`config.mk`:
```
export PLATFORM = sky130hd
export DESIGN_NAME = anagram_window_matcher
export DESIGN_NICKNAME = d
export VERILOG_FILES = /design/src/hdl/awm_pkg.sv /design/src/hdl/awm_head.sv /design/src/hdl/awm_cell.sv /design/src/hdl/awm_tail.sv /design/src/hdl/anagram_window_matcher.sv
export SDC_FILE = /design/constraint.sdc
export NUM_CORES = 2
export LEC_CHECK = 0
export BUFFER_PORTS_ARGS = -buffer_cell sky130_fd_sc_hd__clkbuf_2
export CELL_PAD_IN_SITES_DETAIL_PLACEMENT = 2
export CELL_PAD_IN_SITES_GLOBAL_PLACEMENT = 2
export CORE_ASPECT_RATIO = 1.4
export CORE_UTILIZATION = 46
export DETAILED_ROUTE_END_ITERATION = 12
export PLACE_DENSITY = 0.86
export SLEW_MARGIN = 20
export SYNTH_ARGS = -nofsm -noshare
export SYNTH_HDL_FRONTEND = slang
export SYNTH_HIERARCHICAL = 1
export SYNTH_SLANG_ARGS = --single-unit
```
`constraint.sdc`:
```
create_clock -name aclk -period 5.8 [get_ports aclk]
set_input_delay 0.87 -clock aclk [delete_from_list [all_inputs] [get_ports aclk]]
set_output_delay 0.87 -clock aclk [all_outputs]
set_load 0.05 [all_outputs]
```
`src/hdl/awm_pkg.sv`:
```
// ----------------------------------------------------------------------------
// awm_pkg: shared types for the anagram window matcher
// Input mode codes, the operation carried down the cell chain, and the item
// record that every cell hands to its neighbor.
// ----------------------------------------------------------------------------
package awm_pkg;

    localparam int LETTER_W = 5;
    localparam int MODE_W   = 2;
    localparam int MATCH_W  = 32;
    localparam int DELTA_W  = 3;

    typedef enum logic [MODE_W-1:0] {
        MODE_CLEAR   = 2'd0,
        MODE_PATTERN = 2'd1,
        MODE_TEXT    = 2'd2
    } awm_mode_t;

    typedef enum logic [1:0] {
        OP_NONE    = 2'd0,
        OP_CLEAR   = 2'd1,
        OP_PATTERN = 2'd2,
        OP_TEXT    = 2'd3
    } awm_op_t;

    // one item in flight along the chain
    typedef struct packed {
        awm_op_t                    op;
        logic [LETTER_W-1:0]        letter;
        logic [LETTER_W-1:0]        old_letter;
        logic                       remove;
        logic                       eligible;
        logic [MATCH_W-1:0]         start;
        logic signed [DELTA_W-1:0]  delta;
    } awm_item_t;

endpackage

```
`src/hdl/awm_head.sv`:
```
// ----------------------------------------------------------------------------
// awm_head: input decode, pattern length, position counter and letter ring
// Turns an accepted item into a chain operation and fetches the letter that
// leaves the window from the ring of recent text letters.
// ----------------------------------------------------------------------------
module awm_head
    import awm_pkg::*;
#(
    parameter int MAX_PATTERN   = 256,
    parameter int ALPHABET      = 26,
    parameter int POSITION_BITS = 32
) (
    input  logic                aclk,
    input  logic                aresetn,
    input  logic                accept,
    input  logic                advance,
    input  logic [MODE_W-1:0]   mode,
    input  logic [LETTER_W-1:0] letter,
    output awm_item_t           item_out
);

    localparam int LEN_W   = $clog2(MAX_PATTERN + 1);
    localparam int RING_AW = (MAX_PATTERN > 1) ? $clog2(MAX_PATTERN) : 1;
    localparam int SUM_W   = LEN_W + 1;
    localparam int CMP_W   = (POSITION_BITS + 1 > LEN_W) ? POSITION_BITS + 1 : LEN_W;

    logic [LETTER_W-1:0]      ring_mem [0:MAX_PATTERN-1];
    logic [LETTER_W-1:0]      rd_data_reg;
    logic [POSITION_BITS-1:0] pos_reg,  pos_next;
    logic [LEN_W-1:0]         len_reg,  len_next;
    logic [RING_AW-1:0]       ptr_reg,  ptr_next;
    awm_item_t                item_reg, item_next;

    logic [SUM_W-1:0]   rd_sum;
    logic [RING_AW-1:0] rd_addr;
    logic [CMP_W-1:0]   pos_ext, pos_inc, len_ext, start_full;
    logic               letter_ok;
    logic               ring_wr;

    // slot that holds the letter entered pattern-length positions ago
    always_comb begin
        rd_sum = SUM_W'(ptr_reg) + SUM_W'(MAX_PATTERN) - SUM_W'(len_reg);
        if (rd_sum >= SUM_W'(MAX_PATTERN)) begin
            rd_sum = rd_sum - SUM_W'(MAX_PATTERN);
        end
        rd_addr = rd_sum[RING_AW-1:0];
    end

    always_comb begin
        pos_ext    = CMP_W'(pos_reg);
        pos_inc    = pos_ext + CMP_W'(1);
        len_ext    = CMP_W'(len_reg);
        start_full = pos_inc - len_ext;
        letter_ok  = 32'(letter) < 32'(ALPHABET);
    end

    always_comb begin
        pos_next  = pos_reg;
        len_next  = len_reg;
        ptr_next  = ptr_reg;
        ring_wr   = 1'b0;
        item_next = '0;
        item_next.op       = OP_NONE;
        item_next.letter   = letter;
        item_next.remove   = pos_ext >= len_ext;
        item_next.eligible = pos_inc >= len_ext;
        item_next.start    = MATCH_W'(start_full);
        if (accept) begin
            case (awm_mode_t'(mode))
                MODE_CLEAR: begin
                    pos_next     = '0;
                    len_next     = '0;
                    ptr_next     = '0;
                    item_next.op = OP_CLEAR;
                end
                MODE_PATTERN: begin
                    if (letter_ok && len_reg < LEN_W'(MAX_PATTERN) && pos_reg == '0) begin
                        len_next     = len_reg + LEN_W'(1);
                        item_next.op = OP_PATTERN;
                    end
                end
                MODE_TEXT: begin
                    if (letter_ok) begin
                        ring_wr = 1'b1;
                        if (ptr_reg == RING_AW'(MAX_PATTERN - 1)) begin
                            ptr_next = '0;
                        end else begin
                            ptr_next = ptr_reg + RING_AW'(1);
                        end
                        if (pos_reg != '1) begin
                            pos_next = pos_reg + POSITION_BITS'(1);
                        end
                        if (len_reg != '0) begin
                            item_next.op = OP_TEXT;
                        end
                    end
                end
                default: begin
                    item_next.op = OP_NONE;
                end
            endcase
        end
    end

    // ring: written and read at the same edge, read returns the prior contents
    always_ff @(posedge aclk) begin
        if (ring_wr) begin
            ring_mem[ptr_reg] <= letter;
        end
        if (advance) begin
            rd_data_reg <= ring_mem[rd_addr];
        end
    end

    always_ff @(posedge aclk) begin
        if (!aresetn) begin
            pos_reg     <= '0;
            len_reg     <= '0;
            ptr_reg     <= '0;
            item_reg.op <= OP_NONE;
        end else if (advance) begin
            pos_reg  <= pos_next;
            len_reg  <= len_next;
            ptr_reg  <= ptr_next;
            item_reg <= item_next;
        end
    end

    always_comb begin
        item_out            = item_reg;
        item_out.old_letter = rd_data_reg;
    end

endmodule

```
`src/hdl/awm_cell.sv`:
```
// ----------------------------------------------------------------------------
// awm_cell: one letter of the alphabet
// Holds the pattern and window counts of its letter, updates them as an item
// passes and adds its change of the mismatch count to the item.
// ----------------------------------------------------------------------------
module awm_cell
    import awm_pkg::*;
#(
    parameter int IDX   = 0,
    parameter int CNT_W = 9
) (
    input  logic      aclk,
    input  logic      aresetn,
    input  logic      advance,
    input  awm_item_t item_in,
    output awm_item_t item_out
);

    logic [CNT_W-1:0] pat_reg, pat_next;
    logic [CNT_W-1:0] win_reg, win_next;
    logic [CNT_W-1:0] win_dec;
    awm_item_t        item_reg, item_next;
    logic             hit, hit_old, diff_before, diff_after;

    always_comb begin
        hit      = 32'(item_in.letter) == 32'(IDX);
        hit_old  = item_in.remove && (32'(item_in.old_letter) == 32'(IDX));
        pat_next = pat_reg;
        win_next = win_reg;
        win_dec  = win_reg;
        case (item_in.op)
            OP_CLEAR: begin
                pat_next = '0;
                win_next = '0;
            end
            OP_PATTERN: begin
                if (hit) begin
                    pat_next = pat_reg + CNT_W'(1);
                end
            end
            OP_TEXT: begin
                if (hit_old && win_reg != '0) begin
                    win_dec = win_reg - CNT_W'(1);
                end
                win_next = hit ? win_dec + CNT_W'(1) : win_dec;
            end
            default: begin
                pat_next = pat_reg;
            end
        endcase
        diff_before     = pat_reg != win_reg;
        diff_after      = pat_next != win_next;
        item_next       = item_in;
        item_next.delta = item_in.delta + DELTA_W'(diff_after) - DELTA_W'(diff_before);
    end

    always_ff @(posedge aclk) begin
        if (!aresetn) begin
            pat_reg     <= '0;
            win_reg     <= '0;
            item_reg.op <= OP_NONE;
        end else if (advance) begin
            pat_reg  <= pat_next;
            win_reg  <= win_next;
            item_reg <= item_next;
        end
    end

    assign item_out = item_reg;

endmodule

```
`src/hdl/awm_tail.sv`:
```
// ----------------------------------------------------------------------------
// awm_tail: mismatch count, match decision and output skid buffer
// Sums the per-letter changes gathered along the chain and reports the window
// start when the window is full and no letter differs.
// ----------------------------------------------------------------------------
module awm_tail
    import awm_pkg::*;
#(
    parameter int ALPHABET = 26
) (
    input  logic               aclk,
    input  logic               aresetn,
    input  awm_item_t          item_in,
    output logic               advance,
    output logic               m_tvalid,
    input  logic               m_tready,
    output logic [MATCH_W-1:0] m_tdata
);

    localparam int DIFF_W = $clog2(ALPHABET + 1);

    logic [DIFF_W-1:0]        diff_reg, diff_next;
    logic signed [DIFF_W+1:0] diff_sum;
    logic                     res;
    logic                     out_valid_reg, out_valid_next;
    logic                     skid_valid_reg, skid_valid_next;
    logic [MATCH_W-1:0]       out_data_reg, out_data_next;
    logic [MATCH_W-1:0]       skid_data_reg, skid_data_next;

    assign advance = !skid_valid_reg;

    always_comb begin
        diff_sum  = $signed({2'b00, diff_reg}) + (DIFF_W+2)'(item_in.delta);
        diff_next = diff_reg;
        case (item_in.op)
            OP_CLEAR:   diff_next = '0;
            OP_PATTERN: diff_next = diff_sum[DIFF_W-1:0];
            OP_TEXT:    diff_next = diff_sum[DIFF_W-1:0];
            default:    diff_next = diff_reg;
        endcase
        res = advance && item_in.op == OP_TEXT && item_in.eligible
              && diff_sum[DIFF_W-1:0] == '0;
    end

    always_comb begin
        out_valid_next  = out_valid_reg;
        out_data_next   = out_data_reg;
        skid_valid_next = skid_valid_reg;
        skid_data_next  = skid_data_reg;
        if (!out_valid_reg || m_tready) begin
            if (skid_valid_reg) begin
                out_valid_next  = 1'b1;
                out_data_next   = skid_data_reg;
                skid_valid_next = 1'b0;
            end else begin
                out_valid_next = res;
                out_data_next  = item_in.start;
            end
        end else if (res) begin
            skid_valid_next = 1'b1;
            skid_data_next  = item_in.start;
        end
    end

    always_ff @(posedge aclk) begin
        if (!aresetn) begin
            diff_reg       <= '0;
            out_valid_reg  <= 1'b0;
            skid_valid_reg <= 1'b0;
        end else begin
            if (advance) begin
                diff_reg <= diff_next;
            end
            out_valid_reg  <= out_valid_next;
            skid_valid_reg <= skid_valid_next;
        end
    end

    always_ff @(posedge aclk) begin
        out_data_reg  <= out_data_next;
        skid_data_reg <= skid_data_next;
    end

    assign m_tvalid = out_valid_reg;
    assign m_tdata  = out_data_reg;

endmodule

```
`src/hdl/anagram_window_matcher.sv`:
```
// an accepted text item passes the head register, every cell register and the tail output register before m_tvalid
// throughput: one item per cycle while the chain is not stopped, every stage moves in lockstep
// the chain stops only while both output slots hold results not yet taken
// reset: counts, pattern length, position, ring pointer and output cleared at once
// reset: the ring of recent letters is not cleared, no clearing pass
// ----------------------------------------------------------------------------
// anagram_window_matcher: streaming sliding-window anagram search
// Pattern letters build a histogram, text letters slide a window of pattern
// length over the text; a match reports the start position of the window.
// ----------------------------------------------------------------------------
module anagram_window_matcher
    import awm_pkg::*;
#(
    parameter int MAX_PATTERN   = 256,
    parameter int ALPHABET      = 26,
    parameter int POSITION_BITS = 32
) (
    input  logic                aclk,
    input  logic                aresetn,
    input  logic                s_tvalid,
    output logic                s_tready,
    input  logic [7:0]          s_tdata,   // mode [1:0], letter [6:2], zero [7]
    output logic                m_tvalid,
    input  logic                m_tready,
    output logic [MATCH_W-1:0]  m_tdata    // match_start [31:0]
);

    // counts never exceed the pattern length
    localparam int CNT_W = $clog2(MAX_PATTERN + 1);

    logic      advance;
    logic      accept;
    awm_item_t chain [0:ALPHABET];

    // ready only depends on the skid register, so no path from m_tready
    assign s_tready = advance;
    assign accept   = s_tvalid && advance;

    // head: decode, length and position, ring read of the leaving letter
    awm_head #(
        .MAX_PATTERN   (MAX_PATTERN),
        .ALPHABET      (ALPHABET),
        .POSITION_BITS (POSITION_BITS)
    ) u_head (
        .aclk     (aclk),
        .aresetn  (aresetn),
        .accept   (accept),
        .advance  (advance),
        .mode     (s_tdata[1:0]),
        .letter   (s_tdata[6:2]),
        .item_out (chain[0])
    );

    // one cell per letter; each item visits every cell in order, so a later
    // item always sees the counts that earlier items left behind
    for (genvar k = 0; k < ALPHABET; k++) begin : g_cell
        awm_cell #(
            .IDX   (k),
            .CNT_W (CNT_W)
        ) u_cell (
            .aclk     (aclk),
            .aresetn  (aresetn),
            .advance  (advance),
            .item_in  (chain[k]),
            .item_out (chain[k+1])
        );
    end

    // tail: running mismatch count and output register with skid slot
    awm_tail #(
        .ALPHABET (ALPHABET)
    ) u_tail (
        .aclk     (aclk),
        .aresetn  (aresetn),
        .item_in  (chain[ALPHABET]),
        .advance  (advance),
        .m_tvalid (m_tvalid),
        .m_tready (m_tready),
        .m_tdata  (m_tdata)
    );

endmodule

```
==> out/results.md, run 1 <==
### Place
- 424 mm — placed wire-length estimate
- 0.869 — last weighted congestion value of the routability-driven placer
- 44 — Port-buffer cells
- 16357 — number of placed cells counting well taps

### Floorplanning
- 694 um — Die Y-Extent
- 0.463 — starting density of the core
- 253 — row count
- 46 — I/O pin count
- 496 um — overall die width

### Clock tree
- 5 — CTS HTree Levels
- 4 — number of buffers between clock root and the deepest sink
- clkbuf_16 — Root Driver
- 0 — number of buffers inserted by hold repair at cts
- 329 — Inserted Clock Buffers

### Global routing
- 413 — total global routing overflow
- 0.582 — GRT Resource Usage Total
- 128 — pin count of the biggest net entering global routing

### Synthesis
- 157000 sq um — Mapped Area
- 6 — Synth Warn #
- 12.7 sq um — Avg Synthesized Cell Area
- 12376 — Mapped Cells

### Outcome
- [ERROR GRT-0232] Routing congestion too high. Check the congestion heatmap in the GUI. — Run Error
- did not finish — status
- global routing — step where the flow halted

==> through the flow <==
stage | cell area (sq um) | util | TNS [ns] | setup slack [ns]
floorplan | 157000 | - | 0 | 0.646
global placement | 162000 | 0.476 | 0 | 0.212
detailed placement | 162000 | 0.476 | -0.603 | -0.187
CTS | 173000 | 0.509 | 0 | 0.00241
==> layer usage <==
metal,GRT overflow,GRT usage
met2,186,0.766
met5,3,0.235
met4,191,0.551
met1,4,0.578
met3,29,0.409
==> timing repair <==
action | 4_1_cts
gates cloned | 0
resized for setup | 69
hold endpoints to repair | 0
pin swaps | 7
endpoints found under the setup margin | 32
buffers inserted | 10
==> run 2: changes to the inputs <==
Settings changed: CELL_PAD_IN_SITES_DETAIL_PLACEMENT 2 to default, CELL_PAD_IN_SITES_GLOBAL_PLACEMENT 2 to default, CORE_ASPECT_RATIO 1.4 to default, CORE_UTILIZATION 46 to 40, PLACE_DENSITY 0.86 to default, PLACE_DENSITY_LB_ADDON from default to 0.15.
==> run 2 against run 1 <==
- the flow now finishes without violations
- area after synthesis unchanged
- synthesized cell count is the same
==> out/results.md, run 2 <==
### Outcome
- completed — status

### Floorplanning
- 396000 sq um — Die ar.
- 229 — row count, -9.5%
- 390000 sq um — Core ar.
- 0.403 — starting density of the core, -0.0600
- 46 — I/O pin count, unchanged
- 629 um — overall die width, +27%
- 629 um — Die Y-Extent, -9.3%

### Job
- 0 — max cap viols

### Setup path
- flip-flop — nature of the critical path endpoint
- 21 — worst reg2reg path depth
- flip-flop to flip-flop — classification of the worst setup path
- g_cell[21].u_cell/win_reg[0] — critical register-to-register path startpoint
- 6 — maximum fanout along the worst path
- flip-flop — crit path launch type
- 6.11 ns — Data arrival, critical path
- g_cell[21].u_cell/item_out[2] — Worst setup endpoint
- 6.45 ns — Crit path required time
- 0.34 ns — minimum setup slack among reg-to-reg paths
- g_cell[21].u_cell/item_out[2] — critical register-to-register path endpoint
- g_cell[21].u_cell/win_reg[0] — worst setup path startpoint

### Drt
- 0 — count of antenna-violating nets left after detailed routing
- 380 mm — detailed-route wire length
- 99902 — vias after detailed routing
- 7613 — number of DRC markers in iteration 0
- 21.4 um — drt wl/cell
- 6 — number of search-and-repair iterations in the first detailed-routing pass
- 0 — number of remaining DRC errors
- 5.63 — post-detailed-route via-to-cell ratio

### Timing
- 0.0697 ns — clock tree skew after final layout
- 5.46 ns — post-layout min period
- 1.16 ns — Worst-Margin Slew
- 0.222 — relative slew slack
- 0 — Final Hold Viols
- 0 — Setup violations, final
- 0 ns — final-layout setup total negative slack
- false — setup repair after global routing missed its margin
- 0 — final count of pins violating max slew
- 183 MHz — maximum clock rate
- 0.941 — post-route fraction of the period consumed by the critical path

### Global routing
- 98790 — vias in the first global route
- 591 mm — global-route wire length before repair
- 0 — total global routing overflow
- 130 — pin count of the biggest net entering global routing
- 0.187 — GRT Resource Usage Total
- 4 — number of antenna violations at the first check in global routing

### Synthesis
- 157000 sq um — Mapped Area, unchanged
- 12.7 sq um — Avg Synthesized Cell Area, unchanged
- 12376 — Mapped Cells, unchanged
- 6 — Synth Warn #, unchanged

### Power
- 38.9 mW — cell-internal power
- 0.220 — net switching share of the total power
- 11.0 mW — net switching power
- 0.514 — part of the power in registers
- 287 nW/um^2 — Cell Pwr Density
- 60.2 nW — reported leakage power
- 0.438 — clock share of power
- 0.048 — Comb power frac
- 0.252 mV — Max VDD drop

### Clock tree
- 349 — Inserted Clock Buffers, +6.1%
- 0 — number of buffers inserted by hold repair at cts, unchanged
- clkbuf_16 — Root Driver
- 0 — count of instances resized after the clock tree is built, -100%
- 3177 — number of sinks handled by clock tree synthesis
- 0 — post-CTS setup buffer count, -10
- 0.06 ns — clock input transition at the sequential cells of the worst setup and hold paths
- 4 — number of buffers between clock root and the deepest sink, unchanged
- 5 — CTS HTree Levels, unchanged
- 0.96 ns — worst skew pair latency
- done — clock tree from TritonCTS

### Final layout
- 12531 — number of nets at the end of the flow
- u_head/ring_mem — largest reg by FF count
- 10.5% — Area Overhead vs Synth
- 174000 sq um — cell area after layout
- 0.446 — fraction of the core area covered by cells at the end of the flow
- edfxtp_1 (2599), nor2_1 (1026), nand2_1 (757), dfxtp_1 (578), xnor2_1 (445) — top library cells by usage in the layout, fill and taps aside
- 0.139 — proportion of layout cells with a drive suffix above 1
- 1280 — number of flip-flops under the largest register name
- edfxtp_1 — most common cell after layout, fill and taps aside

### Place
- 0.863 — last weighted congestion value of the routability-driven placer, -0.74%
- 162000 sq um — Placed Instance Area, +0.59%
- 260 mm — placed wire-length estimate, -39%
- 44 — Port-buffer cells, unchanged

### Hold path
- input pin to flip-flop — worst hold path type

==> run 2: worst min-delay path by stage <==
stage,depth (start not counted),from,slack [ns],to
floorplan,0,u_head/item_out[10],0.40,g_cell[0].u_cell/item_out[10]
global placement,0,g_cell[0].u_cell/item_out[5],0.41,g_cell[1].u_cell/item_out[5]
detailed placement,0,g_cell[9].u_cell/item_out[13],0.40,g_cell[10].u_cell/item_out[13]
CTS,4,m_tready,0.23,u_tail/skid_valid_reg
global route,4,m_tready,0.29,u_tail/skid_valid_reg
finish,4,m_tready,0.31,u_tail/skid_valid_reg
==> run 2: power by group through the flow <==
| stage | logic (mW) | registers, mW | clock network, mW |
|---|---|---|---|
| floorplan | 1.52 | 26.0 | 0 |
| global placement | 2.41 | 26.1 | 0 |
| detailed placement | 2.45 | 26.1 | 0 |
| CTS | 2.46 | 25.6 | 22.5 |
| global route | 2.57 | 25.7 | 23.3 |
| finish | 2.41 | 25.6 | 21.8 |
==> run 2: final cells by class <==
| class | count | area [sq um] |
|---|---|---|
| timing repair buffer | 242 | 2020 |
| inverter | 354 | 1340 |
| fill | 35194 | 216000 |
| clock inverter | 198 | 2000 |
| tap | 5197 | 6500 |
| multi-input combinational | 8121 | 63100 |
| clock buffer | 445 | 9320 |
| antenna | 3 | 7.51 |
| sequential | 3177 | 89600 |
==> run 2: routing by layer <==
| metal | routed length, um | global-route usage | vias to the layer above |
|---|---|---|---|
| li1 | - | - | 46953 |
| met1 | 169000 | 0.250 | 49943 |
| met2 | 184000 | 0.319 | 2426 |
| met3 | 16400 | 0.0226 | 578 |
| met4 | 10200 | 0.0525 | 2 |
| met5 | 11 | 0 | - |
==> run 2: per-stage QoR <==
step                setup WS (ns)  hold slack (ns)  power, mW  std cells
detailed placement          0.373            0.405       28.6      17090
CTS                         0.314            0.231       50.6      17733
global route               0.0341            0.294       51.6      17736
global placement            0.343            0.405       28.5      17089
floorplan                   0.646            0.400       27.5      12378
finish                      0.342            0.314       49.8      17737
==> run 2: worst max-delay path, cell delays in order, from the launching register on <==
cell and delay, ns:
dfxtp_1 0.31, inv_1 0.14, ha_1 0.25, nor3b_2 0.48, a311oi_4 0.19, buf_4 0.20, xnor2_1 0.16, ha_1 0.16
and3_1 0.22, xor2_1 0.26, a221oi_1 0.12, a2111oi_0 0.58, o311ai_1 0.21, a2111o_1 0.40, nor4_2 0.35, ha_1 0.31
inv_1 0.07, ha_1 0.13, inv_1 0.05, fa_1 0.38, xnor2_1 0.15, xnor2_1 0.12
(Power assumes the default switching activity.)
